==> src/design/delimited_segment_deframer_defines.svh <==
// Assertion macros used by the deframer RTL.
// Each macro expects clk and rst_n to be visible at the point of use.
`ifndef DELIMITED_SEGMENT_DEFRAMER_DEFINES_SVH
`define DELIMITED_SEGMENT_DEFRAMER_DEFINES_SVH

// Check that a condition holds at every clock edge outside reset.
`define DSD_ASSERT_ALWAYS(lbl, expr, msg) \
  lbl: assert property (@(posedge clk) disable iff (!rst_n) (expr)) else $error(msg);

// Check that a condition implies another one at the next clock edge.
`define DSD_ASSERT_NEXT(lbl, ante, cons, msg) \
  lbl: assert property (@(posedge clk) disable iff (!rst_n) (ante) |=> (cons)) \
    else $error(msg);

`endif

==> src/design/dsd_pkg.sv <==
// ----------------------------------------------------------------------------
// dsd_pkg
// Types, codes and frame-format constants for the segment deframer.
// ----------------------------------------------------------------------------
`timescale 1ns / 1ps

package dsd_pkg;

  localparam logic [15:0] HEADER_BYTES  = 16'd24;
  localparam logic [15:0] LENGTH_OFFSET = 16'd16;
  localparam logic [15:0] MAX_PAYLOAD   = 16'd1024;
  localparam logic [15:0] NODE_BYTES    = 16'd4;

  localparam logic [7:0] CH_BANG = 8'h21;
  localparam logic [7:0] CH_AMP  = 8'h26;
  localparam logic [7:0] CH_HASH = 8'h23;

  localparam logic [15:0] SUM_GOOD = 16'hffff;

  typedef enum logic [2:0] {
    PH_HUNT1,
    PH_HUNT2,
    PH_NODE,
    PH_HDR,
    PH_DATA,
    PH_STOP1,
    PH_STOP2
  } phase_t;

  typedef enum logic [1:0] {
    KIND_HDR,
    KIND_DATA,
    KIND_END
  } kind_t;

  typedef enum logic [1:0] {
    ST_GOOD,
    ST_BAD,
    ST_LONG
  } status_t;

  typedef struct packed {
    kind_t              kind;
    logic [7:0]         byte_value;
    logic [9:0]         byte_index;
    logic signed [31:0] node_id;
    logic [15:0]        payload_length;
    status_t            status;
  } evt_t;

  // 16-bit ones'-complement add with end-around carry
  function automatic logic [15:0] ones_add(input logic [15:0] a, input logic [15:0] b);
    logic [16:0] s;
    s = {1'b0, a} + {1'b0, b};
    return s[15:0] + {15'd0, s[16]};
  endfunction

endpackage

==> src/design/dsd_front.sv <==
// ----------------------------------------------------------------------------
// dsd_front
// Frame parser: takes one byte per item, tracks the frame phase, the node id,
// the length field and the checksum, and pushes one result record per event.
// ----------------------------------------------------------------------------
`timescale 1ns / 1ps

module dsd_front (
  input  logic          clk,
  input  logic          rst_n,
  input  logic          in_valid,
  output logic          in_ready,
  input  logic [7:0]    in_byte,
  input  logic          q_full,
  output logic          evt_push,
  output dsd_pkg::evt_t evt
);
  import dsd_pkg::*;

  phase_t             phase_r, phase_nxt;
  logic [15:0]        pos_r, pos_nxt;
  logic signed [31:0] node_r, node_nxt;
  logic [15:0]        len_r, len_nxt;
  logic [15:0]        sum_r, sum_nxt;
  logic [7:0]         pend_r, pend_nxt;
  logic               odd_r, odd_nxt;

  logic        accept;
  logic        gen;
  logic [15:0] pos_inc;
  logic [15:0] fin_sum;

  assign in_ready = !q_full;
  assign accept   = in_valid && in_ready;
  assign evt_push = accept && gen;
  assign pos_inc  = pos_r + 16'd1;
  assign fin_sum  = odd_r ? ones_add(sum_r, {8'd0, pend_r}) : sum_r;

  always_ff @(posedge clk) begin
    if (!rst_n) begin
      phase_r <= PH_HUNT1;
      pos_r   <= '0;
      node_r  <= '0;
      len_r   <= '0;
      sum_r   <= '0;
      pend_r  <= '0;
      odd_r   <= 1'b0;
    end else if (accept) begin
      phase_r <= phase_nxt;
      pos_r   <= pos_nxt;
      node_r  <= node_nxt;
      len_r   <= len_nxt;
      sum_r   <= sum_nxt;
      pend_r  <= pend_nxt;
      odd_r   <= odd_nxt;
    end
  end

  always_comb begin
    phase_nxt = phase_r;
    pos_nxt   = pos_r;
    node_nxt  = node_r;
    len_nxt   = len_r;
    sum_nxt   = sum_r;
    pend_nxt  = pend_r;
    odd_nxt   = odd_r;
    gen       = 1'b0;
    evt       = '0;

    // header and payload bytes enter the checksum as little-endian words
    if (phase_r == PH_HDR || phase_r == PH_DATA) begin
      if (!odd_r) begin
        pend_nxt = in_byte;
        odd_nxt  = 1'b1;
      end else begin
        sum_nxt = ones_add(sum_r, {in_byte, pend_r});
        odd_nxt = 1'b0;
      end
    end

    case (phase_r)
      PH_HUNT2: begin
        if (in_byte == CH_AMP) begin
          phase_nxt = PH_NODE;
          pos_nxt   = '0;
          node_nxt  = '0;
          len_nxt   = '0;
          sum_nxt   = '0;
          pend_nxt  = '0;
          odd_nxt   = 1'b0;
        end else begin
          phase_nxt = (in_byte == CH_BANG) ? PH_HUNT2 : PH_HUNT1;
        end
      end
      PH_NODE: begin
        // node bytes past the fourth are consumed only
        if (pos_r < 16'd4) begin
          node_nxt[{pos_r[1:0], 3'b000} +: 8] = in_byte;
        end
        pos_nxt = pos_inc;
        if (pos_inc >= NODE_BYTES) begin
          phase_nxt = PH_HDR;
          pos_nxt   = '0;
        end
      end
      PH_HDR: begin
        if (pos_r == LENGTH_OFFSET) begin
          len_nxt[7:0] = in_byte;
        end else if (pos_r == LENGTH_OFFSET + 16'd1) begin
          len_nxt[15:8] = in_byte;
        end
        gen              = 1'b1;
        evt.kind         = KIND_HDR;
        evt.byte_value   = in_byte;
        evt.byte_index   = pos_r[9:0];
        pos_nxt          = pos_inc;
        if (pos_inc >= HEADER_BYTES) begin
          pos_nxt = '0;
          if (len_nxt > MAX_PAYLOAD) begin
            // oversized frame ends here in place of the header-byte item
            phase_nxt          = PH_HUNT1;
            evt.kind           = KIND_END;
            evt.byte_value     = '0;
            evt.byte_index     = '0;
            evt.node_id        = node_r;
            evt.payload_length = len_nxt;
            evt.status         = ST_LONG;
          end else begin
            phase_nxt = (len_nxt == 16'd0) ? PH_STOP1 : PH_DATA;
          end
        end
      end
      PH_DATA: begin
        gen            = 1'b1;
        evt.kind       = KIND_DATA;
        evt.byte_value = in_byte;
        evt.byte_index = pos_r[9:0];
        pos_nxt        = pos_inc;
        if (pos_inc >= len_r) begin
          phase_nxt = PH_STOP1;
          pos_nxt   = '0;
        end
      end
      PH_STOP1: begin
        phase_nxt = (in_byte == CH_BANG) ? PH_STOP2 : PH_HUNT1;
      end
      PH_STOP2: begin
        if (in_byte == CH_HASH) begin
          phase_nxt          = PH_HUNT1;
          gen                = 1'b1;
          evt.kind           = KIND_END;
          evt.node_id        = node_r;
          evt.payload_length = len_r;
          evt.status         = (fin_sum == SUM_GOOD) ? ST_GOOD : ST_BAD;
        end else begin
          // reexamine the byte as a hunting byte
          phase_nxt = (in_byte == CH_BANG) ? PH_HUNT2 : PH_HUNT1;
        end
      end
      default: begin
        phase_nxt = (in_byte == CH_BANG) ? PH_HUNT2 : PH_HUNT1;
      end
    endcase
  end

endmodule

==> src/design/dsd_queue.sv <==
// ----------------------------------------------------------------------------
// dsd_queue
// Small result queue between the parser and the output channel; its head
// entry drives the output, so each side stalls on its own.
// ----------------------------------------------------------------------------
`timescale 1ns / 1ps
`include "delimited_segment_deframer_defines.svh"

module dsd_queue #(
  parameter int QDEPTH = 4
) (
  input  logic          clk,
  input  logic          rst_n,
  input  logic          push,
  input  dsd_pkg::evt_t push_evt,
  output logic          full,
  output logic          head_valid,
  input  logic          pop_ready,
  output dsd_pkg::evt_t head_evt
);
  import dsd_pkg::*;

  localparam int PW = (QDEPTH > 1) ? $clog2(QDEPTH) : 1;
  localparam int CW = $clog2(QDEPTH + 1);
  localparam logic [PW-1:0] LAST_PTR = PW'(QDEPTH - 1);
  localparam logic [CW-1:0] FULL_CNT = CW'(QDEPTH);

  evt_t          mem [QDEPTH];
  logic [PW-1:0] wr_ptr_r, wr_ptr_nxt;
  logic [PW-1:0] rd_ptr_r, rd_ptr_nxt;
  logic [CW-1:0] count_r, count_nxt;
  logic          pop;

  assign full       = (count_r == FULL_CNT);
  assign head_valid = (count_r != '0);
  assign pop        = head_valid && pop_ready;
  assign head_evt   = mem[rd_ptr_r];

  always_comb begin
    wr_ptr_nxt = wr_ptr_r;
    rd_ptr_nxt = rd_ptr_r;
    count_nxt  = count_r;
    if (push) begin
      wr_ptr_nxt = (wr_ptr_r == LAST_PTR) ? '0 : wr_ptr_r + 1'b1;
    end
    if (pop) begin
      rd_ptr_nxt = (rd_ptr_r == LAST_PTR) ? '0 : rd_ptr_r + 1'b1;
    end
    if (push && !pop) begin
      count_nxt = count_r + 1'b1;
    end else if (pop && !push) begin
      count_nxt = count_r - 1'b1;
    end
  end

  always_ff @(posedge clk) begin
    if (!rst_n) begin
      wr_ptr_r <= '0;
      rd_ptr_r <= '0;
      count_r  <= '0;
    end else begin
      wr_ptr_r <= wr_ptr_nxt;
      rd_ptr_r <= rd_ptr_nxt;
      count_r  <= count_nxt;
    end
  end

  always_ff @(posedge clk) begin
    if (push) begin
      mem[wr_ptr_r] <= push_evt;
    end
  end

  `DSD_ASSERT_ALWAYS(a_no_push_full, (!push || !full), "push into a full result queue")
  `DSD_ASSERT_ALWAYS(a_count_range, (count_r <= FULL_CNT), "result queue count out of range")
  `DSD_ASSERT_NEXT(a_push_grows, (push && !pop), (count_r == $past(count_r) + 1'b1), "queue count did not grow")
  `DSD_ASSERT_NEXT(a_pop_shrinks, (pop && !push), (count_r == $past(count_r) - 1'b1), "queue count did not shrink")

endmodule

==> src/design/delimited_segment_deframer.sv <==
// Result path: a result item is queued, then offered on out_ from the queue head.
// Throughput: one byte accepted per cycle; a stalled output is absorbed by a
//   QDEPTH-entry result queue, and in_tready drops only while that queue is full.
// Reset: synchronous, active low; clears the parser to start-marker hunting and
//   empties the result queue.
// ----------------------------------------------------------------------------
// delimited_segment_deframer
// Deframes marker-delimited segments, emits header and payload bytes with their
// index and a frame-end item with node id, length and checksum or oversize status.
// ----------------------------------------------------------------------------
`timescale 1ns / 1ps

module delimited_segment_deframer #(
  parameter int QDEPTH = 4
) (
  input  logic        clk,
  input  logic        rst_n,
  input  logic        in_tvalid,
  output logic        in_tready,
  input  logic [7:0]  in_tdata,   // [7:0] rx_byte
  output logic        out_tvalid,
  input  logic        out_tready,
  // [7:0] byte_value, [17:8] byte_index, [49:18] node_id,
  // [65:50] payload_length, [67:66] status, [71:68] zero
  output logic [71:0] out_tdata,
  output logic [1:0]  out_tuser   // [1:0] kind
);
  import dsd_pkg::*;

  logic q_full;
  logic evt_push;
  evt_t evt;
  evt_t head;

  dsd_front u_front (
    .clk      (clk),
    .rst_n    (rst_n),
    .in_valid (in_tvalid),
    .in_ready (in_tready),
    .in_byte  (in_tdata),
    .q_full   (q_full),
    .evt_push (evt_push),
    .evt      (evt)
  );

  dsd_queue #(
    .QDEPTH (QDEPTH)
  ) u_queue (
    .clk        (clk),
    .rst_n      (rst_n),
    .push       (evt_push),
    .push_evt   (evt),
    .full       (q_full),
    .head_valid (out_tvalid),
    .pop_ready  (out_tready),
    .head_evt   (head)
  );

  assign out_tuser = head.kind;
  assign out_tdata = {4'd0, head.status, head.payload_length, head.node_id,
                      head.byte_index, head.byte_value};

endmodule
==> config.mk <==
export PLATFORM = sky130hd
export DESIGN_NAME = delimited_segment_deframer
export DESIGN_NICKNAME = d
export VERILOG_FILES = /design/src/design/dsd_pkg.sv /design/src/design/dsd_front.sv /design/src/design/dsd_queue.sv /design/src/design/delimited_segment_deframer.sv
export VERILOG_INCLUDE_DIRS = /design/src /design/src/design
export SDC_FILE = /design/constraint.sdc
export NUM_CORES = 1
export LEC_CHECK = 0
export BUFFER_PORTS_ARGS = -buffer_cell sky130_fd_sc_hd__buf_2
export CAP_MARGIN = 20
export CORE_MARGIN = 2
export CORE_UTILIZATION = 65
export DETAILED_ROUTE_END_ITERATION = 10
export GPL_ROUTABILITY_DRIVEN = 0
export PLACE_DENSITY = 0.94
export SLEW_MARGIN = 20
export SYNTH_ARGS = -nofsm -noshare
export SYNTH_HDL_FRONTEND = slang
export SYNTH_SLANG_ARGS = --single-unit
==> constraint.sdc <==
create_clock -name clk -period 15 [get_ports clk]
set_input_delay 3 -clock clk [delete_from_list [all_inputs] [get_ports clk]]
set_output_delay 3 -clock clk [all_outputs]
set_load 0.01 [all_outputs]
==> results.toml <==
[outcome]
status = "finished, final reports clean"

[power_and_ir_drop]
worst_ir_drop_vdd_v = 0.0000853
powerDensity_nw_per_um2 = 108
p_leak_nw = 6.74
power_w = 0.00210

[synth]
yosysWarnings = 0
netlist-cell-type-count = 77
synthesis.area_um2 = 17500
synth_area_per_cell_um2 = 13.2
ys_seq_elements = 381
syn_inst = 1323
synthArstFlopShare = 0
synth_flop_cell = "edfxtp_1"
synth_edf_count = 280
seq_area_frac_synth = 0.596

[critical_path]
crit_path_max_fanout = 63
critPathLaunchType = "input pin"
cp.required_ns = 15.15
path_class = "input pin to flop"
arrival_ns = 6.75
cp-end-kind = "flop"

[drt]
drt_wl_total_um = 40400
avgViaCountPerCell = 6.58
drcViolationCount = 0
vias = 11544
drt_iter0_drc = 1329
ant_nets = 0
drt-pass1-iter-count = 7
wl_per_cell_um = 23.0

[global_route]
grt_pass1_vias = 11552
grt_antenna_before_repair = 0
grt_max_degree = 91
grt_pass1_wl_um = 63400
grt_use_total = 0.288
grt.overflow.total = 0

[layout]
antennaDiodeCount = 0
nets = 1446
post-route-util = 0.728
drive_gt1_frac = 0.177
multiInputGateArea_um2 = 6640
fill_cells = 1570
final_cell_mix = "edfxtp_1, dfxtp_1, nand2_1"
ff_latch_area_um2 = 10400
layout_commonest_cell = "edfxtp_1"
syn_to_final_growth_pct = 10.9

[sta]
hold_violations = 0
setup_viol = 0
max-slew-margin-rel = 0.175
fin_crit_sh = 0.440
worst_pin_slew_ns = 1.22
skew_ns = 0.0204
fmaxAchievable_mhz = 151
finalSetupTns_ns = 0
layout_min_cycle_time_ns = 6.61
maxSlewViolCount = 0
rsz0062_at_grt = "no"

[run]
drv_cap = 0

[hold_path]
hold_path.class = "flop to flop"

[clock_tree]
cts_sinks = 381
cts_buffer_depth = 3
post_cts_buffers = 0
ctsHtreeMaxLevel = 2
cts_root_buffer = "clkbuf_16"
ctsResizeCount = 0
cts_buffers = 38
cts_tree = "done"
hold_buffers = 0
clk_latency_ns = 0.53
path_clk_slew_ns = 0.06

[floorplanning]
initial_utilization = 0.656
ioPinCount = 88
rows = 60
die_area_um2 = 28200
die_h_um = 168
core_um2 = 26700
die_x_um = 168

[placement]
hpwl_um = 25500
io_buffers = 83
## layout make-up
cell class	instances	share of cell area
clock buffer	54	0.0552
tap	341	0.0220
clock inverter	16	0.0105
inverter	36	0.00696
sequential	381	0.538
timing repair buffer	93	0.0253
multi-input combinational	834	0.342
## critical path: stages
cell and delay [ns]:
buf_2 0.20, or3_1 0.44, or3b_1 0.39, nor3b_1 0.37, nand4_2 0.50, a31oi_2 0.61
and2_2 0.38, buf_4 0.75
## logic make-up after synthesis
family / count (synthesis) / share of synthesized area
DFF: 381 / 0.596
xor gates and xnor gates: 44 / 0.0220
and+or+nand+nor: 422 / 0.129
muxes: 89 / 0.101
other: 1 / 0.000214
adders and majority gates: 50 / 0.0366
buffers and inverters: 111 / 0.0260
AOI/OAI and AO/OA: 225 / 0.0888
## report_power, final
part	leakage, nW	switching (W)	total, W	internal, W
Combinational	2.39	0.0000163	0.0000246	0.00000832
Clock	0.617	0.000391	0.000962	0.000570
Sequential	3.74	0.0000000292	0.00112	0.00112
## metal layers
metal	global-route usage	routed length, um	vias to the layer above
met2	0.498	20400	652
met1	0.363	15100	5612
met3	0.0477	2970	166
met4	0.124	1910	0
met5	0	0	-
li1	-	-	5114
## synth_stat cells, types with 30 or more instances
library cell    n  share of area
o21ai_0        30         0.0086
mux4_2         70          0.090
a21boi_0       33          0.014
a22oi_1        33          0.014
inv_1          36         0.0077
edfxtp_1      280           0.48
ha_1           48          0.034
a21oi_1        46          0.013
nor2_1         46         0.0099
clkbuf_1       52          0.011
nand3_1        57          0.016
xnor2_1        33          0.017
nand2_1        97          0.021
and2_1         45          0.016
dfxtp_1       101           0.12
nor2b_1        64          0.023
## per-stage QoR
stage / instances / hold slack (ns) / worst slack (ns) / area (um^2)
after floorplan: 1326 / 0.426 / 8.12 / 17500
after global placement: 1685 / 0.434 / 8.28 / 18100
after detailed placement: 1685 / 0.440 / 8.04 / 18100
after CTS: 1755 / 0.453 / 8.49 / 19400
after global routing: 1755 / 0.481 / 8.22 / 19400
final: 1755 / 0.455 / 8.39 / 19400
## registers in the layout, indices dropped and copies added, names as in the netlist, named ones only
register / flops
u_front.pend_r: 8
u_front.pos_r: 16
u_front.len_r: 16
u_queue.mem: 280
u_front.phase_r: 3
u_queue.count_r: 3
u_front.sum_r: 16
u_front.odd_r: 1
u_queue.rd_ptr_r: 2
u_front.node_r: 32
u_queue.wr_ptr_r: 2
## final timing paths
| check | start | depth (start not counted) | slack [ns] | endpoint |
|---|---|---|---|---|
| hold / removal | u_front.node_r[27]$_SDFFE_PN0P_ | 2 | 0.46 | u_front.node_r[27]$_SDFFE_PN0P_ |
| setup reg to reg | u_front.sum_r[0]$_SDFFE_PN0P_ | 16 | 10.08 | u_queue.mem[2][0]$_DFFE_PP_ |
| setup / recovery | in_tdata[7] | 8 | 8.39 | u_queue.mem[1][11]$_DFFE_PP_ |
| hold reg to reg | u_front.node_r[27]$_SDFFE_PN0P_ | 2 | 0.46 | u_front.node_r[27]$_SDFFE_PN0P_ |
Power figures use the tool's default switching activity.
